`src/hdl/assert_macros.svh`:
```
// assertion macros shared by the rtl files
// clocked on i_clk and disabled while i_rst_n is low
`ifndef ASSERT_MACROS_SVH
`define ASSERT_MACROS_SVH
`ifndef SYNTHESIS
`define ASSERT_HOLDS(lbl, prop, msg) \
    lbl: assert property (@(posedge i_clk) disable iff (!i_rst_n) (prop)) else $error(msg);
`define ASSERT_NEXT(lbl, pre, post, msg) \
    lbl: assert property (@(posedge i_clk) disable iff (!i_rst_n) (pre) |=> (post)) \
        else $error(msg);
`else
`define ASSERT_HOLDS(lbl, prop, msg)
`define ASSERT_NEXT(lbl, pre, post, msg)
`endif
`endif

```
`src/hdl/acsi_pkg.sv`:
```
// constants and types for the csi terminal parser
// no dependencies
`timescale 1ns / 1ps
package acsi_pkg;
    localparam int COLS      = 42;
    localparam int ROWS      = 24;
    localparam int ARG_SLOTS = 8;
    localparam int TAB_STEP  = 4;

    localparam int ROW_W  = $clog2(ROWS + 1);
    localparam int COL_W  = $clog2(COLS);
    localparam int AIDX_W = $clog2(ARG_SLOTS + 1);
    localparam int SLOT_W = $clog2(ARG_SLOTS);
    localparam int TDATA_W = 40;

    localparam logic [7:0] CH_ESC   = 8'h1b;
    localparam logic [7:0] CH_CSI   = 8'h9b;
    localparam logic [7:0] CH_LBRK  = 8'h5b;
    localparam logic [7:0] CH_FIN_LO = 8'h40;
    localparam logic [7:0] CH_FIN_HI = 8'h7e;
    localparam logic [7:0] CH_ZERO  = 8'h30;
    localparam logic [7:0] CH_NINE  = 8'h39;
    localparam logic [7:0] CH_SEMI  = 8'h3b;
    localparam logic [7:0] CH_LF    = 8'h0a;
    localparam logic [7:0] CH_CR    = 8'h0d;
    localparam logic [7:0] CH_TAB   = 8'h09;
    localparam logic [7:0] CH_A     = 8'h41;
    localparam logic [7:0] CH_B     = 8'h42;
    localparam logic [7:0] CH_C     = 8'h43;
    localparam logic [7:0] CH_D     = 8'h44;
    localparam logic [7:0] CH_H     = 8'h48;
    localparam logic [7:0] CH_F     = 8'h66;
    localparam logic [7:0] CH_J     = 8'h4a;
    localparam logic [7:0] CH_M     = 8'h6d;

    typedef enum logic [1:0] {
        KIND_GLYPH  = 2'd0,
        KIND_SCROLL = 2'd1,
        KIND_CLEAR  = 2'd2
    } t_kind;

    typedef enum logic [1:0] {
        PH_IDLE = 2'd0,
        PH_ESC  = 2'd1,
        PH_CSI  = 2'd2
    } t_phase;

    localparam int CFG_FG = 0;
    localparam int CFG_BG = 1;
endpackage

```
`src/hdl/ansi_csi_terminal_parser.sv`:
```
// csi escape sequence parser with cursor and color tracking
// depends on acsi_pkg and assert_macros.svh
//
// usage: text bytes enter on s_axis (tdata = text_byte), one at a time;
// s_axis_tready is high only while the parser waits for a byte. results
// leave on m_axis: tuser = event kind, tlast = last result of the byte,
// tdata = glyph, row, col, fg, bg. config writes arrive on i_cfg_* and
// are always ready; they change only the default colors.
// timing: a byte that causes no result passes the accept and decode steps.
// a result adds an emit step, held while the receiver stalls tready; the
// output register holds the result until it is taken, and no new byte is
// accepted meanwhile. a glyph at the end of the screen gives a scroll
// transfer then a glyph transfer. an sgr final byte walks the stored
// arguments through the argument memory (one write port, one read port),
// with a read step then an apply step per argument.
// reset: synchronous active low; cursor at top left, parser idle, colors
// 7 on 0. no clearing pass is needed.
`timescale 1ns / 1ps
`include "assert_macros.svh"
module ansi_csi_terminal_parser
    import acsi_pkg::*;
(
    input  logic               i_clk,
    input  logic               i_rst_n,
    input  logic               s_axis_tvalid,
    output logic               s_axis_tready,
    input  logic [7:0]         s_axis_tdata,   // [7:0] text_byte
    output logic               m_axis_tvalid,
    input  logic               m_axis_tready,
    output logic [TDATA_W-1:0] m_axis_tdata,   // glyph_code, screen_row, screen_col,
                                               // fg_index, bg_index, zero pad
    output logic [1:0]         m_axis_tuser,   // [1:0] event_kind
    output logic               m_axis_tlast,
    input  logic               i_cfg_valid,
    output logic               o_cfg_ready,
    input  logic               i_cfg_index,
    input  logic [7:0]         i_cfg_data
);
    typedef enum logic [2:0] {
        S_IDLE, S_DEC, S_SGR_RD, S_SGR_AP, S_EMIT
    } t_state;
    typedef enum logic [2:0] {
        M_PLAIN, M_FG, M_FG5, M_BG, M_BG5
    } t_mode;

    t_state r_state;
    t_phase r_phase;
    t_mode  r_mode;
    logic [7:0]        r_byte, r_dfg, r_dbg, r_fg, r_bg;
    logic [AIDX_W-1:0] r_aidx, r_walk, r_nargs;
    logic [15:0]       r_acc, r_a0, r_rdata;
    logic [ROW_W-1:0]  r_row;
    logic [COL_W-1:0]  r_col;
    logic              r_pend;
    t_kind             r_okind;
    logic [7:0]        r_oglyph;
    logic [4:0]        r_orow;
    logic [5:0]        r_ocol;
    logic              r_olast;
    logic [15:0]       mem [ARG_SLOTS];

    logic              w_we;
    logic [15:0]       w_a0;
    logic [19:0]       w_dig;
    logic [15:0]       w_digsat;
    logic signed [18:0] w_rsum_up, w_rsum_dn, w_csum_up, w_csum_dn;
    logic [ROW_W-1:0]  w_row_up, w_row_dn, w_cup_row, w_row_base;
    logic [COL_W-1:0]  w_col_up, w_col_dn, w_cup_col;
    logic [COL_W+4:0]  w_tab_nc;
    logic              w_final, w_at_end, w_can_store;

    assign s_axis_tready = (r_state == S_IDLE);
    assign m_axis_tvalid = (r_state == S_EMIT);
    assign m_axis_tuser  = r_okind;
    assign m_axis_tlast  = r_olast;
    assign m_axis_tdata  = {5'b0, r_bg, r_fg, r_ocol, r_orow, r_oglyph};
    assign o_cfg_ready   = 1'b1;

    always_comb begin
        w_final     = (r_byte >= CH_FIN_LO) && (r_byte <= CH_FIN_HI);
        w_can_store = (r_aidx < AIDX_W'(ARG_SLOTS));
        w_at_end    = (r_row == ROW_W'(ROWS));
        w_row_base  = w_at_end ? ROW_W'(ROWS - 1) : r_row;
        w_a0        = (r_aidx == '0) ? r_acc : r_a0;
        w_we        = (r_state == S_DEC) && (r_phase == PH_CSI) && w_can_store
                      && (w_final || r_byte == CH_SEMI);
        w_dig       = {r_acc, 3'b0} + {3'b0, r_acc, 1'b0} + {12'b0, r_byte - CH_ZERO};
        w_digsat    = (w_dig > 20'd65535) ? 16'hffff : w_dig[15:0];
        // vertical moves clamp to the screen rows
        w_rsum_up = $signed({{(19-ROW_W){1'b0}}, r_row}) - $signed({3'b0, w_a0});
        w_rsum_dn = $signed({{(19-ROW_W){1'b0}}, r_row}) + $signed({3'b0, w_a0});
        w_row_up  = (w_rsum_up < 0) ? '0 :
                    (w_rsum_up > ROWS - 1) ? ROW_W'(ROWS - 1) : w_rsum_up[ROW_W-1:0];
        w_row_dn  = (w_rsum_dn > ROWS - 1) ? ROW_W'(ROWS - 1) : w_rsum_dn[ROW_W-1:0];
        w_csum_up = $signed({{(19-COL_W){1'b0}}, r_col}) + $signed({3'b0, w_a0});
        w_csum_dn = $signed({{(19-COL_W){1'b0}}, r_col}) - $signed({3'b0, w_a0});
        w_col_up  = (w_csum_up > COLS - 1) ? COL_W'(COLS - 1) : w_csum_up[COL_W-1:0];
        w_col_dn  = (w_csum_dn < 0) ? '0 : w_csum_dn[COL_W-1:0];
        w_cup_row = (r_a0 == 16'd0) ? '0 :
                    (r_a0 > 16'(ROWS)) ? ROW_W'(ROWS - 1) : ROW_W'(r_a0 - 16'd1);
        w_cup_col = (r_acc == 16'd0) ? '0 :
                    (r_acc > 16'(COLS)) ? COL_W'(COLS - 1) : COL_W'(r_acc - 16'd1);
        w_tab_nc  = {5'b0, r_col} + (COL_W+5)'(TAB_STEP)
                    - {5'b0, r_col % COL_W'(TAB_STEP)};
    end

    always_ff @(posedge i_clk) begin
        if (w_we) begin
            mem[r_aidx[SLOT_W-1:0]] <= r_acc;
        end
        r_rdata <= mem[r_walk[SLOT_W-1:0]];
    end

    always_ff @(posedge i_clk) begin
        if (!i_rst_n) begin
            r_state <= S_IDLE;
            r_phase <= PH_IDLE;
            r_mode  <= M_PLAIN;
            r_aidx  <= '0;
            r_walk  <= '0;
            r_nargs <= '0;
            r_acc   <= '0;
            r_a0    <= '0;
            r_row   <= '0;
            r_col   <= '0;
            r_dfg   <= 8'd7;
            r_dbg   <= 8'd0;
            r_fg    <= 8'd7;
            r_bg    <= 8'd0;
            r_pend  <= 1'b0;
            r_byte  <= '0;
            r_okind <= KIND_GLYPH;
            r_oglyph <= '0;
            r_orow  <= '0;
            r_ocol  <= '0;
            r_olast <= 1'b0;
        end else begin
            if (i_cfg_valid) begin
                if (i_cfg_index == 1'(CFG_FG)) r_dfg <= i_cfg_data;
                else r_dbg <= i_cfg_data;
            end
            case (r_state)
                S_IDLE: begin
                    if (s_axis_tvalid) begin
                        r_byte  <= s_axis_tdata;
                        r_state <= (s_axis_tdata == 8'd0) ? S_IDLE : S_DEC;
                    end
                end
                S_DEC: begin
                    r_state <= S_IDLE;
                    if (r_phase == PH_CSI) begin
                        if (w_final) begin
                            r_phase <= PH_IDLE;
                            if (r_byte == CH_A) r_row <= w_row_up;
                            else if (r_byte == CH_B) r_row <= w_row_dn;
                            else if (r_byte == CH_C) begin
                                if (!w_at_end) r_col <= w_col_up;
                            end else if (r_byte == CH_D) begin
                                if (!w_at_end) r_col <= w_col_dn;
                            end else if (r_byte == CH_H || r_byte == CH_F) begin
                                if (r_aidx == AIDX_W'(1)) begin
                                    r_row <= w_cup_row;
                                    r_col <= w_cup_col;
                                end
                            end else if (r_byte == CH_J) begin
                                if (w_a0 == 16'd2) begin
                                    r_row    <= '0;
                                    r_col    <= '0;
                                    r_okind  <= KIND_CLEAR;
                                    r_oglyph <= '0;
                                    r_orow   <= '0;
                                    r_ocol   <= '0;
                                    r_olast  <= 1'b1;
                                    r_pend   <= 1'b0;
                                    r_state  <= S_EMIT;
                                end
                            end else if (r_byte == CH_M) begin
                                r_walk  <= '0;
                                r_mode  <= M_PLAIN;
                                r_nargs <= w_can_store ? r_aidx + AIDX_W'(1)
                                                       : AIDX_W'(ARG_SLOTS);
                                r_state <= S_SGR_RD;
                            end
                        end else if (w_can_store) begin
                            if (r_byte >= CH_ZERO && r_byte <= CH_NINE) begin
                                r_acc <= w_digsat;
                            end else if (r_byte == CH_SEMI) begin
                                if (r_aidx == '0) r_a0 <= r_acc;
                                r_aidx <= r_aidx + AIDX_W'(1);
                                r_acc  <= '0;
                            end
                        end
                    end else if (r_phase == PH_IDLE && r_byte == CH_ESC) begin
                        r_phase <= PH_ESC;
                    end else if ((r_phase == PH_IDLE && r_byte == CH_CSI) ||
                                 (r_phase == PH_ESC && r_byte == CH_LBRK)) begin
                        r_phase <= PH_CSI;
                        r_aidx  <= '0;
                        r_acc   <= '0;
                    end else begin
                        // plain text, also the byte after a lone esc
                        r_phase <= PH_IDLE;
                        if (r_byte == CH_LF) begin
                            if (r_col != '0) begin
                                r_row <= r_row + ROW_W'(1);
                                r_col <= '0;
                            end
                        end else if (r_byte == CH_CR) begin
                            r_col <= '0;
                        end else if (r_byte == CH_TAB) begin
                            if (w_tab_nc >= (COL_W+5)'(COLS)) begin
                                r_row <= w_row_base + ROW_W'(1);
                                r_col <= '0;
                            end else begin
                                r_row <= w_row_base;
                                r_col <= w_tab_nc[COL_W-1:0];
                            end
                            if (w_at_end) begin
                                r_okind  <= KIND_SCROLL;
                                r_oglyph <= '0;
                                r_orow   <= '0;
                                r_ocol   <= '0;
                                r_olast  <= 1'b1;
                                r_pend   <= 1'b0;
                                r_state  <= S_EMIT;
                            end
                        end else begin
                            r_state <= S_EMIT;
                            if (w_at_end) begin
                                r_row    <= ROW_W'(ROWS - 1);
                                r_okind  <= KIND_SCROLL;
                                r_oglyph <= '0;
                                r_orow   <= '0;
                                r_ocol   <= '0;
                                r_olast  <= 1'b0;
                                r_pend   <= 1'b1;
                            end else begin
                                r_okind  <= KIND_GLYPH;
                                r_oglyph <= r_byte;
                                r_orow   <= 5'(r_row);
                                r_ocol   <= 6'(r_col);
                                r_olast  <= 1'b1;
                                r_pend   <= 1'b0;
                                if (r_col == COL_W'(COLS - 1)) begin
                                    r_row <= r_row + ROW_W'(1);
                                    r_col <= '0;
                                end else begin
                                    r_col <= r_col + COL_W'(1);
                                end
                            end
                        end
                    end
                end
                S_SGR_RD: begin
                    r_state <= S_SGR_AP;
                end
                S_SGR_AP: begin
                    r_state <= S_SGR_RD;
                    r_walk  <= r_walk + AIDX_W'(1);
                    if (r_walk + AIDX_W'(1) == r_nargs) r_state <= S_IDLE;
                    case (r_mode)
                        M_PLAIN: begin
                            if (r_rdata == 16'd0) begin
                                r_fg <= r_dfg;
                                r_bg <= r_dbg;
                            end else if (r_rdata == 16'd1) begin
                                if (r_fg <= 8'd7) r_fg <= r_fg + 8'd8;
                            end else if (r_rdata == 16'd7) begin
                                r_fg <= r_bg;
                                r_bg <= r_fg;
                            end else if (r_rdata == 16'd38) r_mode <= M_FG;
                            else if (r_rdata == 16'd39) r_fg <= r_dfg;
                            else if (r_rdata == 16'd48) r_mode <= M_BG;
                            else if (r_rdata == 16'd49) r_bg <= r_dbg;
                            else if (r_rdata >= 16'd30 && r_rdata <= 16'd37)
                                r_fg <= 8'(r_rdata - 16'd30);
                            else if (r_rdata >= 16'd40 && r_rdata <= 16'd47)
                                r_bg <= 8'(r_rdata - 16'd40);
                        end
                        M_FG, M_BG: begin
                            if (r_rdata != 16'd5) r_state <= S_IDLE;
                            r_mode <= (r_mode == M_FG) ? M_FG5 : M_BG5;
                        end
                        M_FG5: begin
                            r_fg   <= r_rdata[7:0];
                            r_mode <= M_PLAIN;
                        end
                        M_BG5: begin
                            r_bg   <= r_rdata[7:0];
                            r_mode <= M_PLAIN;
                        end
                        default: r_mode <= M_PLAIN;
                    endcase
                end
                S_EMIT: begin
                    if (m_axis_tready) begin
                        if (r_pend) begin
                            // glyph that follows a scroll
                            r_pend   <= 1'b0;
                            r_okind  <= KIND_GLYPH;
                            r_oglyph <= r_byte;
                            r_orow   <= 5'(r_row);
                            r_ocol   <= 6'(r_col);
                            r_olast  <= 1'b1;
                            if (r_col == COL_W'(COLS - 1)) begin
                                r_row <= r_row + ROW_W'(1);
                                r_col <= '0;
                            end else begin
                                r_col <= r_col + COL_W'(1);
                            end
                        end else begin
                            r_state <= S_IDLE;
                        end
                    end
                end
                default: r_state <= S_IDLE;
            endcase
        end
    end

    `ASSERT_HOLDS(a_ready_no_out, !(s_axis_tready && m_axis_tvalid), "ready while result shown")
    `ASSERT_HOLDS(a_row_range, r_row <= ROW_W'(ROWS), "cursor row out of range")
    `ASSERT_HOLDS(a_glyph_row, !(m_axis_tvalid && m_axis_tuser == KIND_GLYPH) || m_axis_tdata[12:8] < 5'(ROWS), "glyph row off screen")
    `ASSERT_NEXT(a_busy_after, s_axis_tvalid && s_axis_tready && s_axis_tdata != 8'd0, !s_axis_tready, "ready right after a byte")
endmodule
```
`config.mk`:
```
export PLATFORM = sky130hd
export DESIGN_NAME = ansi_csi_terminal_parser
export DESIGN_NICKNAME = d
export VERILOG_FILES = /design/src/hdl/acsi_pkg.sv /design/src/hdl/ansi_csi_terminal_parser.sv
export VERILOG_INCLUDE_DIRS = /design/src /design/src/hdl
export SDC_FILE = /design/constraint.sdc
export NUM_CORES = 1
export LEC_CHECK = 0
export ABC_AREA = 1
export BUFFER_PORTS_ARGS = -buffer_cell sky130_fd_sc_hd__buf_4
export CAP_MARGIN = 20
export CELL_PAD_IN_SITES_DETAIL_PLACEMENT = 0
export CELL_PAD_IN_SITES_GLOBAL_PLACEMENT = 1
export CORE_MARGIN = 2
export CORE_UTILIZATION = 45
export CTS_CLUSTER_SIZE = 16
export DETAILED_ROUTE_END_ITERATION = 7
export GPL_TIMING_DRIVEN = 0
export PLACE_DENSITY = 0.79
export RECOVER_POWER = 25
export SYNTH_ARGS = -nofsm -noshare
export SYNTH_HDL_FRONTEND = slang
export SYNTH_SLANG_ARGS = --single-unit
```
`constraint.sdc`:
```
create_clock -name i_clk -period 3.95 [get_ports i_clk]
set_input_delay 0 -clock i_clk [delete_from_list [all_inputs] [get_ports i_clk]]
set_output_delay 0 -clock i_clk [all_outputs]
set_load 0.02 [all_outputs]
```
==> key figures, run 1 <==
Logic synthesis
  • Number of synthesized register bits: 270
  • Synth area leader: edfxtp_1
  • Most frequent cell after synthesis: nand2_1
  • EDFF count, synth: 128
  • Top_reg_cell synth: dfxtp_1
  • Syn Inst Count: 2169
  • XOR/XNOR Fraction of Synth Area: 3.08%
  • Async set-or-reset flop fraction in the synthesized netlist: 0%
  • Post-synth top area share: 23.3%
  • Mux cell area share after synthesis: 0%
  • Netlist cell types: 57
  • Simple-gate area share of the yosys netlist: 24.4%
  • Post-synthesis sequential area ratio: 40.5%
  • Largest family of logic cells by synthesized area: simple AND/OR/NAND/NOR gates
  • Synth Area in Compound Gates: 16.9%
  • Post-synthesis area per instance: 7.61 um2
  • Synth cell count leaders: 374 x nand2_1, 315 x nor2_1, 220 x o21ai_0
  • Area contributors post-synth: edfxtp_1 23%, dfxtp_1 17%, nand2_1 8.5%
  • Adder-cell share of the synthesized area: 7.81%
  • Post-synthesis cell area: 0.0165 mm2
  • Ys Warns: 0

Timing
  • Final Hold Slack: 0.239 ns
  • Slew margin rel.: 37.2%
  • Setup TNS: 0 ns
  • Clock skew: 0.0256 ns
  • Tcrit/Tclk final: 93.5%
  • RSZ-0062 raised after global routing: true
  • Achievable Freq: 271 MHz
  • Final Max Slew Viols: 0
  • Fin crit period: 3.69 ns
  • Final setup viols: 0
  • Tightest Pin Transition: 0.938 ns
  • Fin. Hold Viols: 0

Worst hold path
  • Hold wc startpoint: i_cfg_data[3]
  • Hold Path Depth: 4
  • HP Class: in -> reg
  • Worst Hold Path EP: r_dbg[3]$_SDFFE_PN0P_

Die
  • CORE AREA: 0.0363 mm2
  • Io pins: 68
  • Die extent in y: 195 um
  • Row count: 70
  • Die footprint: 0.0382 mm2
  • Initial Utilization: 45.4%
  • Width of the die: 195 um

Critical path
  • Crit path DAT: 4.15 ns
  • Reg2reg path depth: 27
  • Critical Path Fanout Max: 10
  • Critical R2R Capture: r_row[2]$_SDFFE_PN0P_
  • Buf/Inv on CP: 7
  • CP required: 4.41 ns
  • Worst path slowest cell: dfxtp_4
  • WS Path Type: reg -> reg
  • Top cell by count, worst path: nand2_1
  • Worst Setup Start Kind: register
  • Delay-heaviest family, CP: simple AND/OR/NAND/NOR gates
  • Crit end category: register
  • R2R Path Start: r_aidx[1]$_SDFFE_PN0P_
  • R2R setup slack: 0.26 ns
  • Max stage delay on crit path: 0.38 ns

GRT
  • Largest net degree at the start of global routing: 17
  • Vias in the first global route: 14688
  • GR Util All Layers: 25.9%
  • First-pass GRT wire length: 78700 um
  • Initial antenna violation count: 0
  • Gr ovfl total: 0

Power
  • Power Dens Cells: 354 mW/mm2
  • Final Power: 6.90 mW
  • Peak VDD IR: 0.291 mV
  • LEAKAGE: 8.04 nW

Layout
  • Total Nets Final: 2438
  • Diode count: 0
  • Share of post-route cells with drive strength above 1: 10.7%
  • Fillers: 3557
  • Area growth syn-to-layout: 18.0%
  • Design area: 0.0195 mm2
  • Finished Core Util: 53.6%

Outcome
  • Status: completed

Clock network
  • Htree depth: 1
  • Clk slew on worst S/H paths: 0.06 ns
  • CTS Buf Count: 30
  • Max Buffers Root-to-Sink: 3
  • Clock Sinks: 270
  • Root Driver: clkbuf_16
  • CTS tree: built
  • Clock Latency Late Sink: 0.59 ns

Job
  • Max-cap violations: 0

Placed design
  • Post-DP HPWL: 38100 um
  • Gpl congestion: 0.930
  • Placed cell area: 0.0177 mm2
  • IO Port Bufs: 61

Routing
  • Routed wire length: 50400 um
  • DR vias: 15352
  • DR pass1 iterations: 6
  • DR WL/cell: 17.9 um
  • Initial DRC Count: 1148
  • Drc violations: 0
  • Vias per std cell: 5.46
  • Post-route ant nets: 0
==> how the worst max path moves through the flow <==
stage                            from                     to  slack (ns)  depth (start not counted)
2_1_floorplan  r_aidx[1]$_SDFFE_PN0P_  r_col[1]$_SDFFE_PN0P_        0.56                         26
3_3_place_gp   r_aidx[1]$_SDFFE_PN0P_  r_row[0]$_SDFFE_PN0P_       -0.43                         26
3_5_place_dp   r_aidx[1]$_SDFFE_PN0P_  r_row[4]$_SDFFE_PN0P_       -0.67                         27
4_1_cts        r_aidx[1]$_SDFFE_PN0P_  r_col[1]$_SDFFE_PN0P_    -0.00004                         25
5_1_grt        r_aidx[0]$_SDFFE_PN0P_  r_col[1]$_SDFFE_PN0P_       -0.04                         25
6_report       r_aidx[1]$_SDFFE_PN0P_  r_row[2]$_SDFFE_PN0P_        0.26                         27
==> cell type report <==
| type | instances | area [um2] | area share (%) |
|---|---|---|---|
| Tap cell | 468 | 586 | 3.01 |
| Clock inverter | 13 | 161 | 0.829 |
| Inverter | 220 | 833 | 4.28 |
| Clock buffer | 42 | 961 | 4.94 |
| Timing Repair Buffer | 117 | 1000 | 5.14 |
| Sequential cell | 270 | 6690 | 34.4 |
| Buffer | 74 | 363 | 1.86 |
| Multi-Input combinational cell | 1606 | 8870 | 45.6 |
==> cells by family (layout without fill, tap and decap cells) <==
group | count (synthesis) | in the layout
simple gates | 943 | 943
xor+xnor | 58 | 58
fa+ha+maj | 97 | 97
flops | 270 | 270
buf+inv | 297 | 466
compound gates | 502 | 502
other cells | 2 | 6
==> routing by layer <==
layer	routed length, um	vias up	global-route usage (%)
li1	-	7667	-
met3	2250	74	2.76
met5	0	-	0
met1	22000	7238	33.6
met2	24800	373	45.9
met4	1280	0	7.10
==> repair_timing <==
action                                  CTS  global route
pin swaps                                 1            10
endpoints found under the setup margin   21            21
resized for setup                        20            45
hold buffers                             37             0
setup buffers                             1            10
hold endpoints to repair                 28             0
==> metrics by stage <==
stage / setup slack (ns) / instances
6_report: 0.258 / 2810
5_1_grt: -0.0387 / 2810
4_1_cts: -0.0000355 / 2800
3_5_place_dp: -0.668 / 2710
3_3_place_gp: -0.428 / 2702
2_1_floorplan: 0.557 / 2173
==> worst min-delay path, cell delays in order <==
cell	delay [ns]
dlygate4sd3_1	0.53
buf_4	0.11
o21ai_0	0.07
nor2_1	0.08
==> sequential cells by signal, summed over array words and instances (netlist names), 5 cells and up <==
register and count:
r_oglyph 8, r_row 5, r_a0 16, r_byte 8, r_col 6, r_rdata 16, r_dbg 8, r_bg 8
r_ocol 6, r_acc 16, mem 128, r_dfg 8, r_fg 8, r_orow 5
==> cells in the final DEF (no fill, tap or decap), types with 5 or more instances in the layout <==
master,netlist,layout
a21oi_1,122,122
nand3_1,142,141
buf_4,10,83
a22oi_1,5,5
nor2_2,7,15
nor4_1,10,10
o21ai_1,34,35
a31oi_1,28,28
nor2_1,315,303
buf_6,4,11
edfxtp_1,128,128
inv_2,9,14
clkbuf_16,0,34
xor2_1,39,38
ha_1,87,78
xnor2_1,19,19
a211oi_1,10,10
nand4_1,28,28
clkbuf_1,55,51
clkbuf_8,0,8
conb_1,2,6
nand2_1,374,372
nor3_1,36,28
inv_1,209,203
o21ai_0,220,218
dlygate4sd3_1,0,37
ha_4,0,7
dfxtp_1,142,140
o22ai_1,27,27
o2111ai_1,7,7
o211ai_1,15,15
a221oi_1,5,5
fa_1,10,8
nor2_4,3,7
nand2_2,10,12
nor3_2,1,9
==> report_power, final <==
group          internal [mW]  total (mW)  switching [mW]
registers               2.96        3.03          0.0725
logic                  0.307       0.821           0.514
clock network           1.84        3.05            1.20
total                   5.11        6.90            1.79
Power figures use the tool's default switching activity.
==> run 2, diff against run 1 <==
==> constraint.sdc (replaced) <==
create_clock -name i_clk -period 3.56 [get_ports i_clk]
set_input_delay 0 -clock i_clk [delete_from_list [all_inputs] [get_ports i_clk]]
set_output_delay 0 -clock i_clk [all_outputs]
set_load 0.02 [all_outputs]
==> run 2 against run 1 <==
Net effect: sequential share of layout area fell by 0.13 points; clock skew is 0.00098 ns lower; final cell count hardly changed; largest power group unchanged.
==> key figures, run 2 (same netlist as run 1, synthesis figures left out) <==
Power
  • Share of power burned in combinational logic: 12.0% (was 11.9%)
  • LEAKAGE: 8.07 nW (was 8.04 nW)
  • Internal: 5.67 mW (was 5.11 mW)
  • Final Power: 7.67 mW (was 6.90 mW)
  • Peak VDD IR: 0.323 mV (was 0.291 mV)
  • Seq pwr share: 43.8% (was 43.9%)
  • Sw Ratio: 26.0% (about the same)
  • Power Dens Cells: 392 mW/mm2 (was 354 mW/mm2)
  • Clk pwr share: 44.1% (was 44.2%)
  • Sw power: 2.00 mW (was 1.79 mW)

GRT
  • Largest net degree at the start of global routing: 17 (unchanged)
  • GR Util All Layers: 26.0% (was 25.9%)
  • First-pass GRT wire length: 78900 um (was 78700 um)
  • Vias in the first global route: 14724 (was 14688)
  • Gr ovfl total: 0 (unchanged)
  • Initial antenna violation count: 0 (unchanged)

Routing
  • Vias per std cell: 5.48 (was 5.46)
  • Post-route ant nets: 0 (unchanged)
  • DR WL/cell: 17.9 um (about the same)
  • DR pass1 iterations: 5 (was 6)
  • Initial DRC Count: 1064 (was 1148)
  • Routed wire length: 50500 um (was 50400 um)
  • DR vias: 15408 (was 15352)
  • Drc violations: 0 (unchanged)

Clock network
  • Max Buffers Root-to-Sink: 3 (unchanged)
  • Clk slew on worst S/H paths: 0.06 ns (about the same)
  • CTS Buf Count: 30 (unchanged)
  • Root Driver: clkbuf_16 (unchanged)
  • Htree depth: 1 (unchanged)
  • Clock Sinks: 270 (unchanged)
  • Clock Latency Late Sink: 0.59 ns (about the same)
  • CTS tree: built (unchanged)

Timing
  • Fin crit period: 3.33 ns (was 3.69 ns)
  • Achievable Freq: 300 MHz (was 271 MHz)
  • Tcrit/Tclk final: 93.6% (was 93.5%)
  • Clock skew: 0.0247 ns (was 0.0256 ns)
  • Slew margin rel.: 40.4% (was 37.2%)
  • Final Max Slew Viols: 0 (unchanged)
  • Fin. Hold Viols: 0 (unchanged)
  • Final setup viols: 0 (unchanged)
  • RSZ-0062 raised after global routing: false (was true)
  • Tightest Pin Transition: 0.887 ns (was 0.938 ns)

Outcome
  • Status: completed (unchanged)

Placed design
  • IO Port Bufs: 61 (unchanged)
  • Gpl congestion: 0.930 (unchanged)
  • Post-DP HPWL: 38100 um (unchanged)

Layout
  • Register area: 0.00670 mm2 (was 0.00669 mm2)
  • Most common cell after layout, fill and taps aside: nand2_1 (unchanged)
  • Area occupied by multi-input gates: 0.00895 mm2 (was 0.00887 mm2)
  • Most frequent cells in the layout: 372 x nand2_1, 305 x nor2_1, 216 x o21ai_0 (was 372 x nand2_1, 303 x nor2_1, 218 x o21ai_0)
  • Area growth syn-to-layout: 18.6% (was 18.0%)
  • Max FFs per register: 128 (unchanged)
  • Finished Core Util: 53.8% (was 53.6%)
  • Diode count: 0 (unchanged)
  • Total Nets Final: 2439 (was 2438)
  • Fillers: 3544 (was 3557)
  • Share of post-route cells with drive strength above 1: 11.3% (was 10.7%)

Die
  • Initial Utilization: 45.4% (unchanged)
  • Die footprint: 0.0382 mm2 (unchanged)
  • CORE AREA: 0.0363 mm2 (unchanged)
  • Width of the die: 195 um (unchanged)
  • Die extent in y: 195 um (unchanged)
  • Io pins: 68 (unchanged)
  • Row count: 70 (unchanged)

Worst hold path
  • HP Class: in -> reg (unchanged)
  • Worst Hold Path EP: r_dbg[3]$_SDFFE_PN0P_ (unchanged)
  • Hold Path Depth: 4 (unchanged)
  • Hold wc startpoint: i_cfg_data[3] (unchanged)

Critical path
  • Worst path slowest cell: fa_1 (was dfxtp_4)
  • WS Path Type: reg -> reg (unchanged)
  • CP required: 4.00 ns (was 4.41 ns)
  • Delay-heaviest family, CP: adder cells (was simple AND/OR/NAND/NOR gates)
  • Top cell by count, worst path: nand2_1 (unchanged)
  • Reg2reg path depth: 17 (was 27)
  • Worst Setup Start Kind: register (unchanged)
  • R2R setup slack: 0.23 ns (was 0.26 ns)
  • Critical-path cell list: inv_2 -> nand2_1 -> xor2_2 -> fa_1 -> ha_4 -> nand2_1 -> o21ai_0 -> nor2_2 -> o21ai_2 -> nand3_1 -> nand2_1 -> xor2_1 -> nor2_2 -> nand2_1 -> clkbuf_4 -> o21ai_0 -> a21oi_1
  • Critical R2R Capture: r_acc[14]$_SDFFE_PN0P_ (was r_row[2]$_SDFFE_PN0P_)
  • Crit path DAT: 3.77 ns (was 4.15 ns)
  • Critical Path Fanout Max: 10 (unchanged)
  • Max stage delay on crit path: 0.51 ns (was 0.38 ns)
  • Crit end category: register (unchanged)
  • Buf/Inv on CP: 2 (was 7)
  • R2R Path Start: r_byte[6]$_SDFFE_PN0P_ (was r_aidx[1]$_SDFFE_PN0P_)

Job
  • Max-cap violations: 0 (unchanged)
run 2: changes by cell type in the layout (fill, tap and decap cells not counted), moves of 3 or more:
cell	previous run	this run
dfxtp_1	140	133
ha_4	7	10
nand3_2	2	5
dfxtp_2	1	8
nor2_2	15	12
nand3_1	141	138
run 2: metrics by stage:
| step | instance area [um2] | setup TNS [ns] | setup WS [ns] | instances | hold slack, ns |
|---|---|---|---|---|---|
| floorplan | 16500 | 0 | 0.167 | 2173 | 0.126 |
| global placement | 17600 | -79.54 | -0.818 | 2702 | 0.234 |
| detailed placement | 17700 | -14.84 | -1.06 | 2710 | 0.235 |
| CTS | 19300 | 0 | 0.000907 | 2802 | 0.214 |
| global route | 19600 | 0 | 0.00353 | 2811 | 0.275 |
| finish | 19600 | 0 | 0.226 | 2811 | 0.237 |
run 2: power by group through the flow:
stage / clock network [mW] / registers (mW) / logic, mW
CTS: 3.43 / 3.36 / 0.896
detailed placement: 0 / 3.42 / 0.835
finish: 3.38 / 3.36 / 0.923
global route: 3.55 / 3.37 / 1.03
floorplan: 0 / 3.42 / 0.560
global placement: 0 / 3.42 / 0.829
run 2: tightest hold or removal path, delay by kind of cell:
family          cells  cell delay (ns)
buf+inv             2             0.64
compound gates      1             0.07
simple gates        1             0.08
run 2: final cells by class:
cell class	instances	area share, %
inverters	220	4.26
well taps	468	2.99
clock inverters	13	0.825
flip-flops and latches	270	34.2
repair buffers	120	5.23
plain buffers	72	1.82
multi-input cells	1606	45.7
clock buffers	42	4.91
run 2: per-layer routing:
layer / wire length (um) / vias to the layer above / track usage [%]
met4: 1360 / 0 / 7.15
met5: 0 / - / 0
met1: 22200 / 7258 / 33.6
met3: 2200 / 74 / 2.78
met2: 24700 / 391 / 46.2
li1: - / 7685 / -
run 2: how the worst max path moves through the flow:
stage	start	end	slack, ns	cells past startpoint
after global routing	r_aidx[2]$_SDFFE_PN0P_	r_row[0]$_SDFFE_PN0P_	0.004	25
after floorplan	r_aidx[1]$_SDFFE_PN0P_	r_col[2]$_SDFFE_PN0P_	0.17	26
final	r_byte[6]$_SDFFE_PN0P_	r_acc[14]$_SDFFE_PN0P_	0.23	17
after CTS	r_aidx[0]$_SDFFE_PN0P_	r_row[4]$_SDFFE_PN0P_	0.0009	25
after detailed placement	r_aidx[1]$_SDFFE_PN0P_	r_row[4]$_SDFFE_PN0P_	-1.06	27
after global placement	r_aidx[1]$_SDFFE_PN0P_	r_row[0]$_SDFFE_PN0P_	-0.82	26
run 2: what timing repair did:
item / CTS / global route
gates resized for setup: 45 / 42
buffers inserted: 4 / 10
endpoints found under the setup margin: 24 / 22
hold endpoints to repair: 28 / 0
pin swaps: 6 / 16
hold buffers: 37 / 0
==> run 3, diff against run 2 <==
--- a/config.mk
+++ b/config.mk
@@ -12,11 +12,11 @@
 export CELL_PAD_IN_SITES_DETAIL_PLACEMENT = 0
 export CELL_PAD_IN_SITES_GLOBAL_PLACEMENT = 1
 export CORE_MARGIN = 2
-export CORE_UTILIZATION = 45
+export CORE_UTILIZATION = 40
 export CTS_CLUSTER_SIZE = 16
 export DETAILED_ROUTE_END_ITERATION = 7
 export GPL_TIMING_DRIVEN = 0
-export PLACE_DENSITY = 0.79
+export PLACE_DENSITY = 0.72
 export RECOVER_POWER = 25
 export SYNTH_ARGS = -nofsm -noshare
 export SYNTH_HDL_FRONTEND = slang
==> run 3 against run 2 <==
Net effect: die area up 12%; clock power down 14%; combinational power up 3.7%; sequential share of layout area down 0.073 points; sequential power about the same.
==> key figures, run 3 (same netlist as run 1, synthesis figures left out) <==
Outcome
  • Status: completed (unchanged)

Power
  • Power Dens Cells: 368 mW/mm2 (was 392 mW/mm2)
  • LEAKAGE: 8.02 nW (was 8.07 nW)
  • Peak VDD IR: 0.311 mV (was 0.323 mV)

Critical path
  • Buf/Inv on CP: 4 (was 2)
  • Crit path DAT: 3.85 ns (was 3.77 ns)
  • Critical-path cell list: inv_4 -> ha_4 -> clkbuf_8 -> nand2_8 -> buf_8 -> o21ai_4 -> ha_2 -> inv_2 -> fa_2 -> nand3_2 -> nand2_2 -> nand2_2 -> nand2_2 -> nand2_2 -> o21ai_1 -> nand2_1 -> nand3_2 -> nor2_4 -> nand3_2 -> nand2_1 -> nand2_1 -> o21bai_1 -> a21oi_1 (was inv_2 -> nand2_1 -> xor2_2 -> fa_1 -> ha_4 -> nand2_1 -> o21ai_0 -> nor2_2 -> o21ai_2 -> nand3_1 -> nand2_1 -> xor2_1 -> nor2_2 -> nand2_1 -> clkbuf_4 -> o21ai_0 -> a21oi_1)
  • Reg2reg path depth: 23 (was 17)
  • Top cell by count, worst path: nand2_2 (was nand2_1)
  • WS Path Type: reg -> reg (unchanged)
  • Critical Path Fanout Max: 7 (was 10)
  • WP depth: 23 (was 17)
  • Max stage delay on crit path: 0.38 ns (was 0.51 ns)
  • Crit end category: register (unchanged)
  • Worst path slowest cell: fa_2 (was fa_1)
  • Worst Setup Start Kind: register (unchanged)
  • CP required: 3.99 ns (was 4.00 ns)
  • Delay-heaviest family, CP: simple AND/OR/NAND/NOR gates (was adder cells)

Placed design
  • Gpl congestion: 0.935 (was 0.930)
  • IO Port Bufs: 61 (unchanged)
  • Post-DP HPWL: 39100 um (was 38100 um)

GRT
  • First-pass GRT wire length: 80900 um (was 78900 um)
  • Initial antenna violation count: 1 (was 0)
  • Vias in the first global route: 15121 (was 14724)
  • GR Util All Layers: 23.4% (was 26.0%)
  • Gr ovfl total: 0 (unchanged)
  • Largest net degree at the start of global routing: 17 (unchanged)

Layout
  • Share of post-route cells with drive strength above 1: 11.9% (was 11.3%)
  • Most common cell after layout, fill and taps aside: nand2_1 (unchanged)
  • Most frequent cells in the layout: 364 x nand2_1, 302 x nor2_1, 215 x o21ai_0 (was 372 x nand2_1, 305 x nor2_1, 216 x o21ai_0)
  • Area growth syn-to-layout: 18.9% (was 18.6%)
  • Max FFs per register: 128 (unchanged)
  • Fillers: 4056 (was 3544)
  • Total Nets Final: 2443 (was 2439)
  • Diode count: 0 (unchanged)
  • Finished Core Util: 48.2% (was 53.8%)

Timing
  • Tightest Pin Transition: 1.00 ns (was 0.887 ns)
  • Achievable Freq: 292 MHz (was 300 MHz)
  • Fin crit period: 3.42 ns (was 3.33 ns)
  • Slew margin rel.: 33.0% (was 40.4%)
  • Final Max Slew Viols: 0 (unchanged)
  • Tcrit/Tclk final: 96.2% (was 93.6%)
  • Final setup viols: 0 (unchanged)
  • Setup TNS: 0 ns (unchanged)
  • Fin. Hold Viols: 0 (unchanged)
  • Final Hold Slack: 0.242 ns (was 0.237 ns)
  • Clock skew: 0.0142 ns (was 0.0247 ns)

Clock network
  • Root Driver: clkbuf_16 (unchanged)
  • CTS Buf Count: 29 (was 30)
  • Clk slew on worst S/H paths: 0.07 ns (was 0.06 ns)
  • Max Buffers Root-to-Sink: 3 (unchanged)
  • Clock Latency Late Sink: 0.58 ns (was 0.59 ns)
  • CTS tree: built (unchanged)
  • Htree depth: 1 (unchanged)
  • Clock Sinks: 270 (unchanged)

Routing
  • DR pass1 iterations: 5 (unchanged)
  • Initial DRC Count: 1107 (was 1064)
  • Vias per std cell: 5.33 (was 5.48)
  • Routed wire length: 51500 um (was 50500 um)
  • Drc violations: 0 (unchanged)
  • DR WL/cell: 17.9 um (about the same)
  • Post-route ant nets: 0 (unchanged)
  • DR vias: 15353 (was 15408)

Die
  • Initial Utilization: 40.5% (was 45.4%)
  • Die footprint: 0.0429 mm2 (was 0.0382 mm2)
  • Io pins: 68 (unchanged)
  • Row count: 74 (was 70)
  • Die extent in y: 207 um (was 195 um)
  • CORE AREA: 0.0407 mm2 (was 0.0363 mm2)
  • Width of the die: 207 um (was 195 um)

Job
  • Max-cap violations: 0 (unchanged)

Worst hold path
  • Hold Path Depth: 4 (unchanged)
  • HP Class: in -> reg (unchanged)
## run 3: changes by cell type in the layout (fill, tap and decap cells not counted), moves of 4 or more
cell	previous run	this run
clkbuf_1	51	63
nand2_2	10	19
nand2_1	372	364
nand3_1	138	131
nand3_2	5	12
buf_8	0	4
clkbuf_16	34	30
## run 3: final timing paths
path,from,endpoint,slack [ns]
setup / recovery,r_aidx[0]$_SDFFE_PN0P_,r_row[0]$_SDFFE_PN0P_,0.14
hold / removal,i_cfg_data[3],r_dbg[3]$_SDFFE_PN0P_,0.24
setup reg to reg,r_aidx[0]$_SDFFE_PN0P_,r_row[0]$_SDFFE_PN0P_,0.14
hold reg to reg,m_axis_tuser[1]$_SDFFE_PN0P_,m_axis_tuser[1]$_SDFFE_PN0P_,0.47
## run 3: metal layers
layer  global-route usage [%]  vias up  wire, um
li1                         -     7676         -
met5                        0        -         0
met1                     30.5     7255     23000
met3                     3.08       89      2220
met2                     40.3      333     24900
met4                     6.92        0      1360
## run 3: stage by stage
step	area, um2	power (mW)	worst slack, ns	std cells
final	19600	7.23	0.136	2878
after global routing	19600	7.52	-0.0366	2878
after CTS	19300	7.24	-0.00373	2867
after detailed placement	17800	4.26	-1.05	2774
after global placement	17600	4.25	-0.920	2766
after floorplan	16500	3.98	0.167	2173
## run 3: repair_timing
| item | in CTS | in global routing |
|---|---|---|
| resized for setup | 57 | 59 |
| endpoints found under the setup margin | 27 | 27 |
| pin swaps | 9 | 29 |
| setup buffers | 6 | 11 |
| hold buffers | 37 | 0 |
| gates cloned | 0 | 1 |
| hold endpoints to repair | 28 | 0 |
## run 3: worst register-to-register path: stages (launching register included)
cell and delay, ns:
dfxtp_4 0.37, inv_4 0.08, ha_4 0.14, clkbuf_8 0.16, nand2_8 0.08, buf_8 0.15, o21ai_4 0.30, ha_2 0.24
inv_2 0.05, fa_2 0.38, nand3_2 0.09, nand2_2 0.08, nand2_2 0.09, nand2_2 0.06, nand2_2 0.09, o21ai_1 0.06
nand2_1 0.08, nand3_2 0.09, nor2_4 0.22, nand3_2 0.08, nand2_1 0.07, nand2_1 0.05, o21bai_1 0.16, a21oi_1 0.08
## run 3: layout make-up
cell class / count / area, um2 / area share [%]
plain buffers: 73 / 369 / 1.88
clock buffers: 45 / 826 / 4.21
clock inverters: 8 / 85.1 / 0.433
inverters: 220 / 837 / 4.26
multi-input cells: 1606 / 9060 / 46.2
flip-flops and latches: 270 / 6710 / 34.2
well taps: 532 / 666 / 3.39
repair buffers: 124 / 1080 / 5.49
## run 3: power by group
part | leakage (nW) | switching (mW) | internal, mW | total, mW
registers | 2.35 | 0.0777 | 3.28 | 3.36
clock network | 0.442 | 1.25 | 1.67 | 2.92
logic | 5.23 | 0.595 | 0.362 | 0.957
